===== src/hw/rtl/rmd_pkg.sv =====
`default_nettype none

package rmd_pkg;

    localparam int HEADER_BYTES = 20;
    localparam int HDR_CNT_W    = 5;

    localparam int QUEUE_DEPTH  = 4;
    localparam int QUEUE_PTR_W  = $clog2(QUEUE_DEPTH);

    localparam logic [1:0] KIND_BODY   = 2'd0;
    localparam logic [1:0] KIND_MARKER = 2'd1;
    localparam logic [1:0] KIND_STATUS = 2'd2;

    localparam logic [2:0] ST_ACCEPTED    = 3'd0;
    localparam logic [2:0] ST_TOO_SHORT   = 3'd1;
    localparam logic [2:0] ST_BAD_MAGIC   = 3'd2;
    localparam logic [2:0] ST_BAD_VERSION = 3'd3;
    localparam logic [2:0] ST_TRUNCATED   = 3'd4;

    localparam logic [1:0] REJ_NONE    = 2'd0;
    localparam logic [1:0] REJ_MAGIC   = 2'd1;
    localparam logic [1:0] REJ_VERSION = 2'd2;

    localparam logic       REG_VERSION_MAJOR   = 1'b0;
    localparam logic       REG_VERSION_MINOR   = 1'b1;
    localparam logic [7:0] VERSION_MAJOR_RESET = 8'd2;
    localparam logic [7:0] VERSION_MINOR_RESET = 8'd4;

    typedef struct packed {
        logic [7:0] major;
        logic [7:0] minor;
    } t_cfg;

    // One queue entry: an optional body/marker result and an optional status
    typedef struct packed {
        logic        has_item;
        logic [1:0]  item_kind;
        logic [7:0]  sub_id;
        logic [7:0]  sub_flags;
        logic [7:0]  body_byte;
        logic [15:0] body_offset;
        logic        body_end;
        logic        has_status;
        logic [2:0]  status;
    } t_cmd;

    function automatic logic [7:0] magic_byte(input logic [1:0] idx);
        logic [7:0] v;
        case (idx)
            2'd0:    v = 8'h52; // R
            2'd1:    v = 8'h54; // T
            2'd2:    v = 8'h50; // P
            default: v = 8'h53; // S
        endcase
        return v;
    endfunction

endpackage

`default_nettype wire


===== src/hw/rtl/rtps_message_deframer_unit.sv =====
// RTPS message deframer.
// Input channel: one message byte per transaction on i_data_byte, with
// i_end_of_message set on the final byte; i_in_valid / o_in_stall.
// Output channel: result transactions on o_out_valid / i_out_stall. A body
// byte gives one result; the final byte of a message also gives a status
// result (kind 2), preceded by an empty-body marker (kind 1) when the last
// submessage header ends the message with a zero length. o_last_result marks
// the final result caused by an input byte.
// Path: an accepted byte's result is written into the queue and then
// registered in the output stage. Throughput: one byte per cycle while
// o_in_stall is low; a final byte that gives two results is absorbed by a
// four-entry queue between parser and output stage. o_in_stall rises only
// when that queue is full. Receiver stall: the output register holds its
// result, the queue fills, and the input stalls once it holds four entries.
// Reset (synchronous, i_rst_n low): parser back to the message header, queue
// and output emptied, version registers to major 2 / minor 4.
// Registers over APB: version_major at 0x0, version_minor at 0x4; write
// them only while the block is idle.
`default_nettype none

module rtps_message_deframer_unit (
    input  wire logic        i_clk,
    input  wire logic        i_rst_n,
    input  wire logic        i_in_valid,
    output logic             o_in_stall,
    input  wire logic [7:0]  i_data_byte,
    input  wire logic        i_end_of_message,
    output logic             o_out_valid,
    input  wire logic        i_out_stall,
    output logic [1:0]       o_kind,
    output logic [7:0]       o_sub_id,
    output logic [7:0]       o_sub_flags,
    output logic [7:0]       o_body_byte,
    output logic [15:0]      o_body_offset,
    output logic             o_body_end,
    output logic [2:0]       o_status,
    output logic             o_last_result,
    input  wire logic        psel,
    input  wire logic        penable,
    input  wire logic        pwrite,
    input  wire logic [2:0]  paddr,
    input  wire logic [31:0] pwdata,
    output logic [31:0]      prdata,
    output logic             pready
);
    import rmd_pkg::*;

    t_cfg  r_cfg;
    t_cmd  push_cmd;
    t_cmd  head_cmd;
    logic  push;
    logic  pop;
    logic  q_empty;
    logic  q_full;
    logic  in_accept;
    logic  cfg_write;

    assign pready    = 1'b1;
    assign cfg_write = psel && penable && pwrite && pready;
    assign prdata    = (paddr[2] == REG_VERSION_MINOR) ? {24'd0, r_cfg.minor}
                                                       : {24'd0, r_cfg.major};

    always_ff @(posedge i_clk) begin
        if (!i_rst_n) begin
            r_cfg.major <= VERSION_MAJOR_RESET;
            r_cfg.minor <= VERSION_MINOR_RESET;
        end else if (cfg_write) begin
            if (paddr[2] == REG_VERSION_MAJOR)
                r_cfg.major <= pwdata[7:0];
            else
                r_cfg.minor <= pwdata[7:0];
        end
    end

    assign o_in_stall = q_full;

    rmd_front u_front (
        .i_clk            (i_clk),
        .i_rst_n          (i_rst_n),
        .i_in_valid       (i_in_valid),
        .i_data_byte      (i_data_byte),
        .i_end_of_message (i_end_of_message),
        .i_queue_full     (q_full),
        .i_cfg            (r_cfg),
        .o_accept         (in_accept),
        .o_push           (push),
        .o_cmd            (push_cmd)
    );

    rmd_queue u_queue (
        .i_clk   (i_clk),
        .i_rst_n (i_rst_n),
        .i_push  (push),
        .i_cmd   (push_cmd),
        .i_pop   (pop),
        .o_cmd   (head_cmd),
        .o_empty (q_empty),
        .o_full  (q_full)
    );

    rmd_back u_back (
        .i_clk         (i_clk),
        .i_rst_n       (i_rst_n),
        .i_cmd         (head_cmd),
        .i_empty       (q_empty),
        .i_out_stall   (i_out_stall),
        .o_pop         (pop),
        .o_out_valid   (o_out_valid),
        .o_kind        (o_kind),
        .o_sub_id      (o_sub_id),
        .o_sub_flags   (o_sub_flags),
        .o_body_byte   (o_body_byte),
        .o_body_offset (o_body_offset),
        .o_body_end    (o_body_end),
        .o_status      (o_status),
        .o_last_result (o_last_result)
    );

    a_push_only_on_accept: assert property (@(posedge i_clk) disable iff (!i_rst_n)
        push |-> in_accept)
        else $error("queue push without an accepted byte");

    a_last_byte_pushes: assert property (@(posedge i_clk) disable iff (!i_rst_n)
        (in_accept && i_end_of_message) |-> (push && push_cmd.has_status))
        else $error("final byte produced no status");

    a_stall_matches_full: assert property (@(posedge i_clk) disable iff (!i_rst_n)
        (in_accept |-> !q_full))
        else $error("byte accepted while queue full");

endmodule

`default_nettype wire


===== src/hw/rtl/rmd_front.sv =====
`default_nettype none

module rmd_front (
    input  wire logic          i_clk,
    input  wire logic          i_rst_n,
    input  wire logic          i_in_valid,
    input  wire logic [7:0]    i_data_byte,
    input  wire logic          i_end_of_message,
    input  wire logic          i_queue_full,
    input  rmd_pkg::t_cfg      i_cfg,
    output logic               o_accept,
    output logic               o_push,
    output rmd_pkg::t_cmd      o_cmd
);
    import rmd_pkg::*;

    typedef enum logic [1:0] {PH_HDR, PH_SUB, PH_BODY, PH_REJ} t_phase;

    t_phase               r_phase, n_phase;
    logic [HDR_CNT_W-1:0] r_byte_count, n_byte_count;
    logic [1:0]           r_reject, n_reject;
    logic [7:0]           r_cur_id, n_cur_id;
    logic [7:0]           r_cur_flags, n_cur_flags;
    logic [7:0]           r_len_low, n_len_low;
    logic [15:0]          r_body_rem, n_body_rem;
    logic [15:0]          r_body_pos, n_body_pos;
    logic                 r_runs_to_end, n_runs_to_end;

    logic [15:0] len;
    logic [2:0]  st;
    t_cmd        cmd;

    assign o_accept = i_in_valid && !i_queue_full;

    always_comb begin
        n_phase       = r_phase;
        n_byte_count  = r_byte_count;
        n_reject      = r_reject;
        n_cur_id      = r_cur_id;
        n_cur_flags   = r_cur_flags;
        n_len_low     = r_len_low;
        n_body_rem    = r_body_rem;
        n_body_pos    = r_body_pos;
        n_runs_to_end = r_runs_to_end;
        st            = ST_ACCEPTED;
        cmd           = '0;
        len = r_cur_flags[0] ? {i_data_byte, r_len_low} : {r_len_low, i_data_byte};

        case (r_phase)
            PH_HDR: begin
                if (r_byte_count < HDR_CNT_W'(4)) begin
                    if (i_data_byte != magic_byte(r_byte_count[1:0]) && r_reject == REJ_NONE)
                        n_reject = REJ_MAGIC;
                end else if (r_byte_count == HDR_CNT_W'(4)) begin
                    if (i_data_byte != i_cfg.major && r_reject == REJ_NONE)
                        n_reject = REJ_VERSION;
                end else if (r_byte_count == HDR_CNT_W'(5)) begin
                    if (i_data_byte > i_cfg.minor && r_reject == REJ_NONE)
                        n_reject = REJ_VERSION;
                end
                if (r_byte_count == HDR_CNT_W'(HEADER_BYTES - 1)) begin
                    n_byte_count = '0;
                    n_phase      = (n_reject != REJ_NONE) ? PH_REJ : PH_SUB;
                    st = (n_reject == REJ_MAGIC)   ? ST_BAD_MAGIC :
                         (n_reject == REJ_VERSION) ? ST_BAD_VERSION : ST_ACCEPTED;
                end else begin
                    n_byte_count = r_byte_count + HDR_CNT_W'(1);
                    st           = ST_TOO_SHORT;
                end
            end
            PH_SUB: begin
                case (r_byte_count[1:0])
                    2'd0: begin
                        n_cur_id     = i_data_byte;
                        n_byte_count = HDR_CNT_W'(1);
                    end
                    2'd1: begin
                        n_cur_flags  = i_data_byte;
                        n_byte_count = HDR_CNT_W'(2);
                    end
                    2'd2: begin
                        n_len_low    = i_data_byte;
                        n_byte_count = HDR_CNT_W'(3);
                    end
                    default: begin
                        n_byte_count  = '0;
                        n_phase       = PH_BODY;
                        n_body_pos    = '0;
                        n_body_rem    = len;
                        n_runs_to_end = (len == 16'd0);
                        if (i_end_of_message) begin
                            if (len == 16'd0) begin
                                cmd.has_item  = 1'b1;
                                cmd.item_kind = KIND_MARKER;
                                cmd.sub_id    = r_cur_id;
                                cmd.sub_flags = r_cur_flags;
                                cmd.body_end  = 1'b1;
                            end else begin
                                st = ST_TRUNCATED;
                            end
                        end
                    end
                endcase
            end
            PH_BODY: begin
                cmd.has_item    = 1'b1;
                cmd.item_kind   = KIND_BODY;
                cmd.sub_id      = r_cur_id;
                cmd.sub_flags   = r_cur_flags;
                cmd.body_byte   = i_data_byte;
                cmd.body_offset = r_body_pos;
                cmd.body_end    = r_runs_to_end ? i_end_of_message : (r_body_rem == 16'd1);
                // saturate in an open-ended body
                if (r_body_pos != 16'hFFFF)
                    n_body_pos = r_body_pos + 16'd1;
                if (!r_runs_to_end) begin
                    n_body_rem = r_body_rem - 16'd1;
                    if (r_body_rem == 16'd1) begin
                        n_phase      = PH_SUB;
                        n_byte_count = '0;
                    end else if (i_end_of_message) begin
                        st = ST_TRUNCATED;
                    end
                end
            end
            PH_REJ: begin
                st = (r_reject == REJ_MAGIC) ? ST_BAD_MAGIC : ST_BAD_VERSION;
            end
            default: begin
                n_phase = PH_HDR;
            end
        endcase

        if (i_end_of_message) begin
            cmd.has_status = 1'b1;
            cmd.status     = st;
            n_phase        = PH_HDR;
            n_byte_count   = '0;
            n_reject       = REJ_NONE;
            n_cur_id       = '0;
            n_cur_flags    = '0;
            n_len_low      = '0;
            n_body_rem     = '0;
            n_body_pos     = '0;
            n_runs_to_end  = 1'b0;
        end
    end

    assign o_push = o_accept && (cmd.has_item || cmd.has_status);
    assign o_cmd  = cmd;

    always_ff @(posedge i_clk) begin
        if (!i_rst_n) begin
            r_phase       <= PH_HDR;
            r_byte_count  <= '0;
            r_reject      <= REJ_NONE;
            r_cur_id      <= '0;
            r_cur_flags   <= '0;
            r_len_low     <= '0;
            r_body_rem    <= '0;
            r_body_pos    <= '0;
            r_runs_to_end <= 1'b0;
        end else if (o_accept) begin
            r_phase       <= n_phase;
            r_byte_count  <= n_byte_count;
            r_reject      <= n_reject;
            r_cur_id      <= n_cur_id;
            r_cur_flags   <= n_cur_flags;
            r_len_low     <= n_len_low;
            r_body_rem    <= n_body_rem;
            r_body_pos    <= n_body_pos;
            r_runs_to_end <= n_runs_to_end;
        end
    end

endmodule

`default_nettype wire


===== src/hw/rtl/rmd_queue.sv =====
`default_nettype none

module rmd_queue (
    input  wire logic      i_clk,
    input  wire logic      i_rst_n,
    input  wire logic      i_push,
    input  rmd_pkg::t_cmd  i_cmd,
    input  wire logic      i_pop,
    output rmd_pkg::t_cmd  o_cmd,
    output logic           o_empty,
    output logic           o_full
);
    import rmd_pkg::*;

    t_cmd                 r_mem [QUEUE_DEPTH];
    logic [QUEUE_PTR_W-1:0] r_wr_ptr;
    logic [QUEUE_PTR_W-1:0] r_rd_ptr;
    logic [QUEUE_PTR_W:0]   r_count;

    assign o_empty = (r_count == '0);
    assign o_full  = (r_count == (QUEUE_PTR_W+1)'(QUEUE_DEPTH));
    assign o_cmd   = r_mem[r_rd_ptr];

    always_ff @(posedge i_clk) begin
        if (!i_rst_n) begin
            r_wr_ptr <= '0;
            r_rd_ptr <= '0;
            r_count  <= '0;
        end else begin
            if (i_push)
                r_wr_ptr <= r_wr_ptr + QUEUE_PTR_W'(1);
            if (i_pop)
                r_rd_ptr <= r_rd_ptr + QUEUE_PTR_W'(1);
            if (i_push && !i_pop)
                r_count <= r_count + (QUEUE_PTR_W+1)'(1);
            else if (!i_push && i_pop)
                r_count <= r_count - (QUEUE_PTR_W+1)'(1);
        end
    end

    always_ff @(posedge i_clk) begin
        if (i_push)
            r_mem[r_wr_ptr] <= i_cmd;
    end

    a_no_overflow: assert property (@(posedge i_clk) disable iff (!i_rst_n)
        !(i_push && o_full))
        else $error("queue written while full");

    a_no_underflow: assert property (@(posedge i_clk) disable iff (!i_rst_n)
        !(i_pop && o_empty))
        else $error("queue read while empty");

endmodule

`default_nettype wire


===== src/hw/rtl/rmd_back.sv =====
`default_nettype none

module rmd_back (
    input  wire logic         i_clk,
    input  wire logic         i_rst_n,
    input  rmd_pkg::t_cmd     i_cmd,
    input  wire logic         i_empty,
    input  wire logic         i_out_stall,
    output logic              o_pop,
    output logic              o_out_valid,
    output logic [1:0]        o_kind,
    output logic [7:0]        o_sub_id,
    output logic [7:0]        o_sub_flags,
    output logic [7:0]        o_body_byte,
    output logic [15:0]       o_body_offset,
    output logic              o_body_end,
    output logic [2:0]        o_status,
    output logic              o_last_result
);
    import rmd_pkg::*;

    logic r_out_valid;
    logic r_item_done;
    logic load;
    logic take;
    logic emit_item;

    assign load      = !r_out_valid || !i_out_stall;
    assign take      = load && !i_empty;
    assign emit_item = i_cmd.has_item && !r_item_done;
    // hold the entry at the head until its status has gone out too
    assign o_pop     = take && !(emit_item && i_cmd.has_status);

    assign o_out_valid = r_out_valid;

    always_ff @(posedge i_clk) begin
        if (!i_rst_n) begin
            r_out_valid <= 1'b0;
            r_item_done <= 1'b0;
        end else if (load) begin
            r_out_valid <= !i_empty;
            if (take)
                r_item_done <= emit_item && i_cmd.has_status;
        end
    end

    always_ff @(posedge i_clk) begin
        if (take) begin
            if (emit_item) begin
                o_kind        <= i_cmd.item_kind;
                o_sub_id      <= i_cmd.sub_id;
                o_sub_flags   <= i_cmd.sub_flags;
                o_body_byte   <= i_cmd.body_byte;
                o_body_offset <= i_cmd.body_offset;
                o_body_end    <= i_cmd.body_end;
                o_status      <= ST_ACCEPTED;
                o_last_result <= !i_cmd.has_status;
            end else begin
                o_kind        <= KIND_STATUS;
                o_sub_id      <= '0;
                o_sub_flags   <= '0;
                o_body_byte   <= '0;
                o_body_offset <= '0;
                o_body_end    <= 1'b0;
                o_status      <= i_cmd.status;
                o_last_result <= 1'b1;
            end
        end
    end

    a_status_is_last: assert property (@(posedge i_clk) disable iff (!i_rst_n)
        (r_out_valid && o_kind == KIND_STATUS) |-> o_last_result)
        else $error("status result not marked last");

    a_marker_not_last: assert property (@(posedge i_clk) disable iff (!i_rst_n)
        (r_out_valid && o_kind == KIND_MARKER) |-> (o_body_end && !o_last_result))
        else $error("empty-body marker malformed");

    a_marker_then_status: assert property (@(posedge i_clk) disable iff (!i_rst_n)
        (r_out_valid && !i_out_stall && o_kind == KIND_MARKER)
            |=> (r_out_valid && o_kind == KIND_STATUS))
        else $error("empty-body marker not followed by status");

endmodule

`default_nettype wire

===== config.mk =====
export PLATFORM = sky130hd
export DESIGN_NAME = rtps_message_deframer_unit
export DESIGN_NICKNAME = d
export VERILOG_FILES = /design/src/hw/rtl/rmd_pkg.sv /design/src/hw/rtl/rtps_message_deframer_unit.sv /design/src/hw/rtl/rmd_front.sv /design/src/hw/rtl/rmd_queue.sv /design/src/hw/rtl/rmd_back.sv
export SDC_FILE = /design/constraint.sdc
export NUM_CORES = 1
export LEC_CHECK = 0
export ABC_AREA = 1
export BUFFER_PORTS_ARGS = -buffer_cell sky130_fd_sc_hd__buf_2
export CAP_MARGIN = 40
export CORE_ASPECT_RATIO = 1.25
export CORE_MARGIN = 3
export CORE_UTILIZATION = 62
export CTS_BUF_LIST = sky130_fd_sc_hd__clkbuf_8
export DETAILED_ROUTE_END_ITERATION = 10
export PLACE_DENSITY_LB_ADDON = 0.15
export SKIP_CTS_REPAIR_TIMING = 1
export SLEW_MARGIN = 20
export SYNTH_ARGS = -nofsm -noshare
export SYNTH_HDL_FRONTEND = slang
export SYNTH_SLANG_ARGS = --single-unit

===== constraint.sdc =====
create_clock -name i_clk -period 6.1 [get_ports i_clk]
set_input_delay 0.61 -clock i_clk [delete_from_list [all_inputs] [get_ports i_clk]]
set_output_delay 0.61 -clock i_clk [all_outputs]
set_load 0.1 [all_outputs]

After elaboration in Yosys (flattened, before gate mapping)
Memory sizes are Yosys's and may differ from the RTL's. A register that Yosys moved wholly into a read port is not among the register bits.
Cells that the tools add are included.
Word-level totals
  memories kept: 1
  flip-flop bits (word level): 138
  bits of input ports: 51
  output and inout port bits: 82
  logic and storage cells: 181
  bits in writable memories: 192
Memories
  u_queue.r_mem: words 4, bits a word 48, rd ports 1, clocked after Yosys merged registers in 1, wr ports 1, RTL line rmd_queue.sv:15  | t_cmd r_mem [QUEUE_DEPTH];
Operators by class
  add/sub/neg operators: 7
  multiplexer cells: 73
  reduce and logical (&&, ||, !) cells: 51
  bitwise operators: 1
  order comparisons: 2
  equal/unequal tests: 22
Operators with widths (count)
  $mux 16: 7
  $mux 8: 12
  $pmux 16 s2: 2
  $mux 19: 3
  $pmux 19 s2: 1
  $mux 2: 18
  $mux 24: 1
  $mux 3: 8
  $mux 5: 4
  $add 16x1->16 const B: 1
  $eq 16x1->1 const B: 1
  $logic_not 16->1: 1
  $ne 16x16->1 const B: 1
  $ne 8x8->1: 2
  $sub 16x1->16 const B: 1
  $pmux 5 s3: 1
  $reduce_bool 2->1: 7
  $logic_and 1x1->1: 13
  $pmux 2 s3: 2
  $pmux 3 s4: 1
  $reduce_and 3->1: 4
  $reduce_and 4->1: 3
  $eq 5x3->1 const B: 2
  $mux 1: 10
  other kinds (26): 50

Depth between registers and ports, before layout
Gate-level depths: netlist (run 1).
  depth after elaboration: 21
  mapped depth: 17
  gate-level depth less buffers: 17

Modules after synthesis
Synthesis (run 1) repeated with hierarchy kept, for this count alone.
Unflattened totals
  cell total of the unflattened synthesis: 1616
  area, all modules: 15517.4 µm²
By module, submodules not included
  rmd_queue: instances 1, seq. area each 5945.7 µm², area each 7619.8 µm², cells an instance 523
  rmd_front: instances 1, seq. area each 1321.3 µm², area each 4847.1 µm², cells an instance 784
  rmd_back: instances 1, seq. area each 1451.4 µm², area each 2060.7 µm², cells an instance 159
  rtps_message_deframer_unit: instances 1, seq. area each 320.3 µm², area each 989.7 µm², cells an instance 150

Least setup slack after synthesis (run 1)
Ideal clock, no wire load.
  kind: register to register
  start point: register u_front.r_phase[0]
  end point: memory u_queue.r_mem[0][0] (netlist bit), enable pin
  buffers on the path: 1
  clock period less this slack: 4.956 ns
  setup time: 0.520 ns
  required time: 5.580 ns
  stages on the path, launching flop included: 6
  path slack: 1.144 ns
  arrival: 4.437 ns
  cells stage by stage: dfxtp_1 -> inv_1 -> ha_1 -> buf_2 -> a21oi_1 -> nor3b_1
On the way
  longest elaborated chain between the ends: 6
  elaborated cells on any way between the ends: 7
  those cells by class: eq/ne: 2; mux: 3; reduce/logical: 2
Ends and longest elaborated chain
  from (decl): RTL line rmd_front.sv:19  | t_phase r_phase, n_phase;
  from (signal assigned): RTL line rmd_front.sv:164  | r_phase <= n_phase;
  $eq 2x2->1 / $eq 2x1->1 (equally long branches): RTL line rmd_front.sv:49  | case (r_phase)
  $pmux 19 s2 (*): RTL line rmd_front.sv:49
  $logic_or 1x1->1 (*): RTL line rmd_front.sv:149  | assign o_push = o_accept && (cmd.has_item || cmd.has_status);
  $logic_and 1x1->1 (*): RTL line rmd_front.sv:149
  $mux 1 (*): RTL line rmd_queue.sv:42  | if (i_push)
  $mux 1 (not written as such) (*): RTL line rmd_queue.sv:43  | r_mem[r_wr_ptr] <= i_cmd;
  to (decl): RTL line rmd_queue.sv:15
Mark *: on every way between the ends. The rest lies on a longest branch, timed or not.

==> reports/metrics.cfg, run 1 <==
[floorplan]
start_util_pct=63.6
die_area_sq_um=25600
die_h_microns=178
core_sq_um=23100
fp.dieW_microns=144
num_io_pins=133
num_rows=62

[grt]
grt_pass1_vias=10355
grt_overflow=0
antenna_found_initial=0
grt_max_degree=91
grt_first_pass_wirelength_microns=50600
grtUsageTotal_pct=24.8

[clocking]
htree_levels=2
clk_pin_slew_ps=70
cts_max_path_buffers=3
cts-buffers-inserted=49
cts_tree=built
clockRootBuffer=clkbuf_8
worstSkewPairLatency_ps=570
clock_sinks=328

[routing]
dr.pass1.iters=5
post-route-drc-count=0
wl_per_cell_microns=16.2
wl_microns=31900
num_vias=10770
dr_wl_met2_microns=16500
topRoutingLayerUsed=met4
ant_nets=0
dr.first_iter.drc_count=830
wl_met3_microns=1610
vias_per_cell=5.46
wl_met1_microns=12900

[placed_design]
place_inst=1878
place_hpwl_microns=19600
place_area_sq_um=15200
portBuffers=81
gp_congestion=0.927
dp_slack_ps=3200

[critical_path]
cp.required_ps=6410
critical_path_class=reg2reg
cp_cell_sequence=o21ai_0, nor2_1, nand3_1, nor2_2, nand3_1, nand2_1, nand2_2, nor2_1
cp.arrival_ps=3210
cpMaxStageDelayCell=dfxtp_1
critical_path.max_fanout=30
cpPeakStageDelay_ps=850
cp-end-kind=flop
start_kind=flop

[sta]
maxSlewViolCount=0
period_needed_ps=2900
fmax_ghz=0.344
finalSetupViolCount=0
period_share_pct=47.6
relSlewSlack_pct=43.6
tightest_slew_ps=846
finalHoldViolations=0
setup_ws_ps=3200
skew_ps=12.2
rsz0062_at_grt=false
setup_tns_ps=0

[synthesis]
syn_area_sq_um=14700
synth.avg_cell_area_sq_um=9.41
yosys_most_used_dff=edfxtp_1
synth_edf_count=235
netlist.area_leader.share_pct=48.0
ys_warn_count=0
async_flop_share_pct=0
synth_seq_cells=328
yosys.area.top_type=edfxtp_1
syn_inst=1562
synthDistinctLibCells=42
ys_top_cells_by_area=edfxtp_1, dfxtp_1, nor2_1
synth_seq_area_share_pct=60.7

[job]
maxCapViolations=0

[status]
outcome=complete, no violations

[power]
irDropWorstVdd_uv=298
p_leak_nw=6.35
powerDensity_nw_per_um2=468

[layout]
nets=1720
fin_cells=1971
fin_util_pct=70.3
postLayoutCellArea_sq_um=16300
syn_to_final_growth_pct=10.6
layout-drive-gt1-share_pct=12.4
diodes=0

[hold_path]
min_path_type=in2reg

==> sequential cells by signal, indices dropped and copies added (netlist names), 16 cells and up, named ones only <==
name,flops
u_front.r_body_pos,16
u_front.r_body_rem,16
r_cfg,16
u_queue.r_mem,188
u_back.o_body_offset,16
==> where the power goes <==
group	internal [W]	switching [W]	total, W
clock	0.000945	0.000834	0.00178
combinational	0.000560	0.00242	0.00298
sequential	0.00276	0.0000982	0.00286
total	0.00426	0.00335	0.00761
==> metal layers <==
layer | global-route usage [%] | vias to the layer above
li1 | - | 5346
met1 | 29.5 | 5041
met2 | 45.2 | 322
met3 | 3.70 | 61
met4 | 9.62 | 0
met5 | 0 | -
==> cell families (layout without fill, tap and decap cells) <==
logic type	after synthesis	in the layout	synth area share (%)
AND/OR/NAND/NOR	607	607	16.9
AO/OA/AOI/OAI	345	345	12.2
flip-flops	328	328	60.7
buffers and inverters	242	340	7.10
adder cells (fa/ha/maj)	27	27	2.35
XOR/XNOR	11	11	0.655
other	2	25	0.0511
==> path summary, 6_finish.rpt <==
path,depth (start not counted),to,slack [ps],from
max reg2reg,8,u_queue.r_mem[3][33],3200,u_front.r_cur_flags[0]
min reg2reg,2,u_front.r_cur_flags[1],460,u_front.r_cur_flags[1]
max,8,u_queue.r_mem[3][33],3200,u_front.r_cur_flags[0]
min,3,r_cfg[13],280,pwdata[5]
==> cell usage in the layout, fill, tap and decap left out, types with 12 or more instances in the layout <==
| cell | instances |
|---|---|
| edfxtp_1 | 235 |
| nor2_2 | 12 |
| dfxtp_1 | 92 |
| o21ai_0 | 173 |
| nand3_1 | 40 |
| a21oi_1 | 134 |
| nand2_1 | 213 |
| ha_1 | 26 |
| inv_1 | 156 |
| conb_1 | 25 |
| nor2_1 | 295 |
| clkbuf_8 | 50 |
| clkinv_1 | 12 |
| nor3_1 | 17 |
| buf_2 | 81 |
==> Yosys cell counts, types with 10 or more instances <==
cell / count
clkbuf_1: 38
nand3_1: 40
ha_1: 26
nor3_1: 17
buf_4: 28
nor2_2: 12
dfxtp_1: 93
buf_2: 12
a21oi_1: 134
xor2_1: 11
edfxtp_1: 235
nor2_1: 295
inv_1: 143
o21ai_0: 173
nand4_1: 10
nand2_1: 213
o21ai_1: 11
==> metrics by stage <==
stage | total power (W) | hold slack, ps
6_report | 0.00761 | 282
5_1_grt | 0.00797 | 269
4_1_cts | 0.00764 | 250
3_5_place_dp | 0.00586 | 450
3_3_place_gp | 0.00577 | 445
2_1_floorplan | 0.00529 | 430
==> critical path, delay by kind of cell (launching register included) <==
family,cells,cell delay (ps)
AOI/OAI and AO/OA,1,340
DFF,1,850
and+or+nand+nor,7,1440
==> final cells by class <==
type / count / area, sq um
Timing Repair Buffer: 95 / 563
Tap cell: 288 / 360
Clock inverter: 42 / 297
Sequential cell: 328 / 8920
Fill cell: 1782 / 6860
Clock buffer: 50 / 688
Multi-Input combinational cell: 1015 / 4860
Inverter: 153 / 574
Power figures use the tool's default switching activity.
==> inputs of run 2 (changes only) <==
==> constraint.sdc (replaced) <==
create_clock -name i_clk -period 2.7 [get_ports i_clk]
set_input_delay 0.27 -clock i_clk [delete_from_list [all_inputs] [get_ports i_clk]]
set_output_delay 0.27 -clock i_clk [all_outputs]
set_load 0.1 [all_outputs]
==> run 2 against run 1 <==
Net effect:
- non-clock buffer count is 16 higher
- sequential power is 130% higher
- critical path depth rose by 2
- critical endpoint is now u_queue.r_mem[0][1]
- highest routed layer unchanged
==> reports/metrics.cfg, run 2 (synthesis gave the netlist of run 1 again) <==
[status]
outcome=complete, no violations

[sta]
skew_ps=24.2  ; +12.0 ps
period_share_pct=92.2  ; +45 points
maxSlewViolCount=0  ; unchanged
relSlewSlack_pct=44.3  ; +0.71 points
finalHoldViolations=0  ; unchanged
period_needed_ps=2490  ; -415 ps
rsz0062_at_grt=false
fmax_ghz=0.402  ; +17%
finalSetupViolCount=0  ; unchanged
tightest_slew_ps=836  ; -10.7 ps

[clocking]
clockRootBuffer=clkbuf_8
clock_sinks=328  ; unchanged
cts_tree=built
clk_pin_slew_ps=70  ; about the same
worstSkewPairLatency_ps=570  ; about the same
cts_max_path_buffers=3  ; unchanged
cts-buffers-inserted=48  ; -2.0%
htree_levels=2  ; unchanged

[floorplan]
num_rows=62  ; unchanged
core_sq_um=23100  ; unchanged
die_h_microns=178  ; unchanged
start_util_pct=63.6  ; unchanged
num_io_pins=133  ; unchanged
fp.dieW_microns=144  ; unchanged
die_area_sq_um=25600  ; unchanged

[grt]
antenna_found_initial=0  ; unchanged
grt_max_degree=91  ; unchanged
grt_pass1_vias=10363  ; +0.077%
grt_overflow=0  ; unchanged
grt_first_pass_wirelength_microns=50400  ; -0.36%
grtUsageTotal_pct=24.8  ; about the same

[critical_path]
cp_cell_sequence=inv_1, ha_1, inv_1, o22ai_1, nor3_1, nand3_1, a21oi_1, ha_1, or2_2, a21oi_1
cpPeakStageDelay_ps=430  ; -420 ps
cp.required_ps=3050  ; -3360 ps
critical_path.max_fanout=6  ; -80%
cp-end-kind=flop
start_kind=flop
cp.arrival_ps=2840  ; -370 ps
critical_path_class=reg2reg
cpMaxStageDelayCell=dfxtp_1

[placed_design]
place_hpwl_microns=20100  ; +2.5%
place_area_sq_um=15400  ; +1.0%
gp_congestion=0.993  ; +7.2%
portBuffers=81  ; unchanged

[power]
switching_share_pct=44.0  ; about the same
powerDensity_nw_per_um2=1040  ; +120%
p_leak_nw=6.45  ; +1.6%
sequentialPowerShare_pct=37.8  ; +0.3 points
p_total_w=0.0171  ; +120%
p_int_w=0.00955  ; +120%
comb_power_share_pct=39.4  ; +0.3 points
pwr-share-clk_pct=22.9  ; -0.5 points
switchingPower_w=0.00751  ; +120%
irDropWorstVdd_uv=669  ; +120%

[layout]
largest-register=u_queue.r_mem
regArea_sq_um=8920  ; about the same
final_common_cell=nor2_1
syn_to_final_growth_pct=11.7
multi_input_area_sq_um=4890  ; +0.64%
nets=1735  ; +0.87%
final_cell_mix=nor2_1, edfxtp_1, nand2_1
postLayoutCellArea_sq_um=16400  ; +0.93%
layout-drive-gt1-share_pct=13.0  ; +0.67 points
largest_reg_flops=188  ; unchanged
diodes=0  ; unchanged
fillers=1742  ; -2.2%

[routing]
num_vias=10824  ; +0.50%
post-route-drc-count=0  ; unchanged
wl_per_cell_microns=16.0  ; -1.4%
dr.pass1.iters=5  ; unchanged
vias_per_cell=5.46  ; -0.16%
wl_microns=31700  ; -0.74%
dr.first_iter.drc_count=836  ; +0.72%
ant_nets=0  ; unchanged

[hold_path]
min_path_type=in2reg

[job]
maxCapViolations=0  ; unchanged

==> run 2: final timing paths <==
path / start / to / slack [ps] / cells past startpoint
setup / recovery: u_front.r_byte_count[0] / u_queue.r_mem[0][1] / 210 / 10
hold / removal: pwdata[7] / r_cfg[15] / 10 / 3
setup reg to reg: u_front.r_byte_count[0] / u_queue.r_mem[0][1] / 210 / 10
hold reg to reg: u_front.r_cur_flags[4] / u_front.r_cur_flags[4] / 470 / 2
==> run 2: worst max-delay path: cells and delay by family (launching register included) <==
kind / cells / cell delay [ps]
AO/OA/AOI/OAI: 3 / 550
adder cells (fa/ha/maj): 2 / 590
buffers and inverters: 2 / 180
flip-flops: 1 / 430
AND/OR/NAND/NOR: 3 / 540
==> run 2: metal layers <==
metal | part of all wire (%) | global-route usage (%) | vias up
met5 | 0 | 0 | -
met4 | 3.4 | 10.2 | 0
met3 | 5.5 | 3.62 | 71
met2 | 51 | 44.1 | 352
met1 | 40 | 30.2 | 5028
li1 | - | - | 5373
==> run 2: per-stage QoR <==
stage,TNS (ps),std cells,setup WS (ps),utilization (%),hold WS (ps)
after detailed placement,0,1890,258,66.6,458
after global placement,0,1889,332,66.6,446
final,0,1984,211,71.0,12.7
after CTS,0,1979,226,70.8,-63.6
after floorplan,-1380,1585,-232,-,369
after global routing,0,1984,51.0,71.0,22.2
==> run 2: power by group through the flow <==
| stage | Combinational (W) | Sequential (W) | Clock, W |
|---|---|---|---|
| 3_5_place_dp | 0.00671 | 0.00655 | 0 |
| 6_report | 0.00671 | 0.00644 | 0.00390 |
| 2_1_floorplan | 0.00276 | 0.00919 | 0 |
| 3_3_place_gp | 0.00657 | 0.00653 | 0 |
| 4_1_cts | 0.00672 | 0.00645 | 0.00396 |
| 5_1_grt | 0.00723 | 0.00651 | 0.00419 |
==> run 2: final cells by class <==
type	instances	share of cell area (%)
inverter	153	3.50
sequential	328	54.4
multi-input combinational	1015	29.8
clock inverter	37	1.48
timing repair buffer	111	4.30
tap	288	2.20
clock buffer	52	4.36
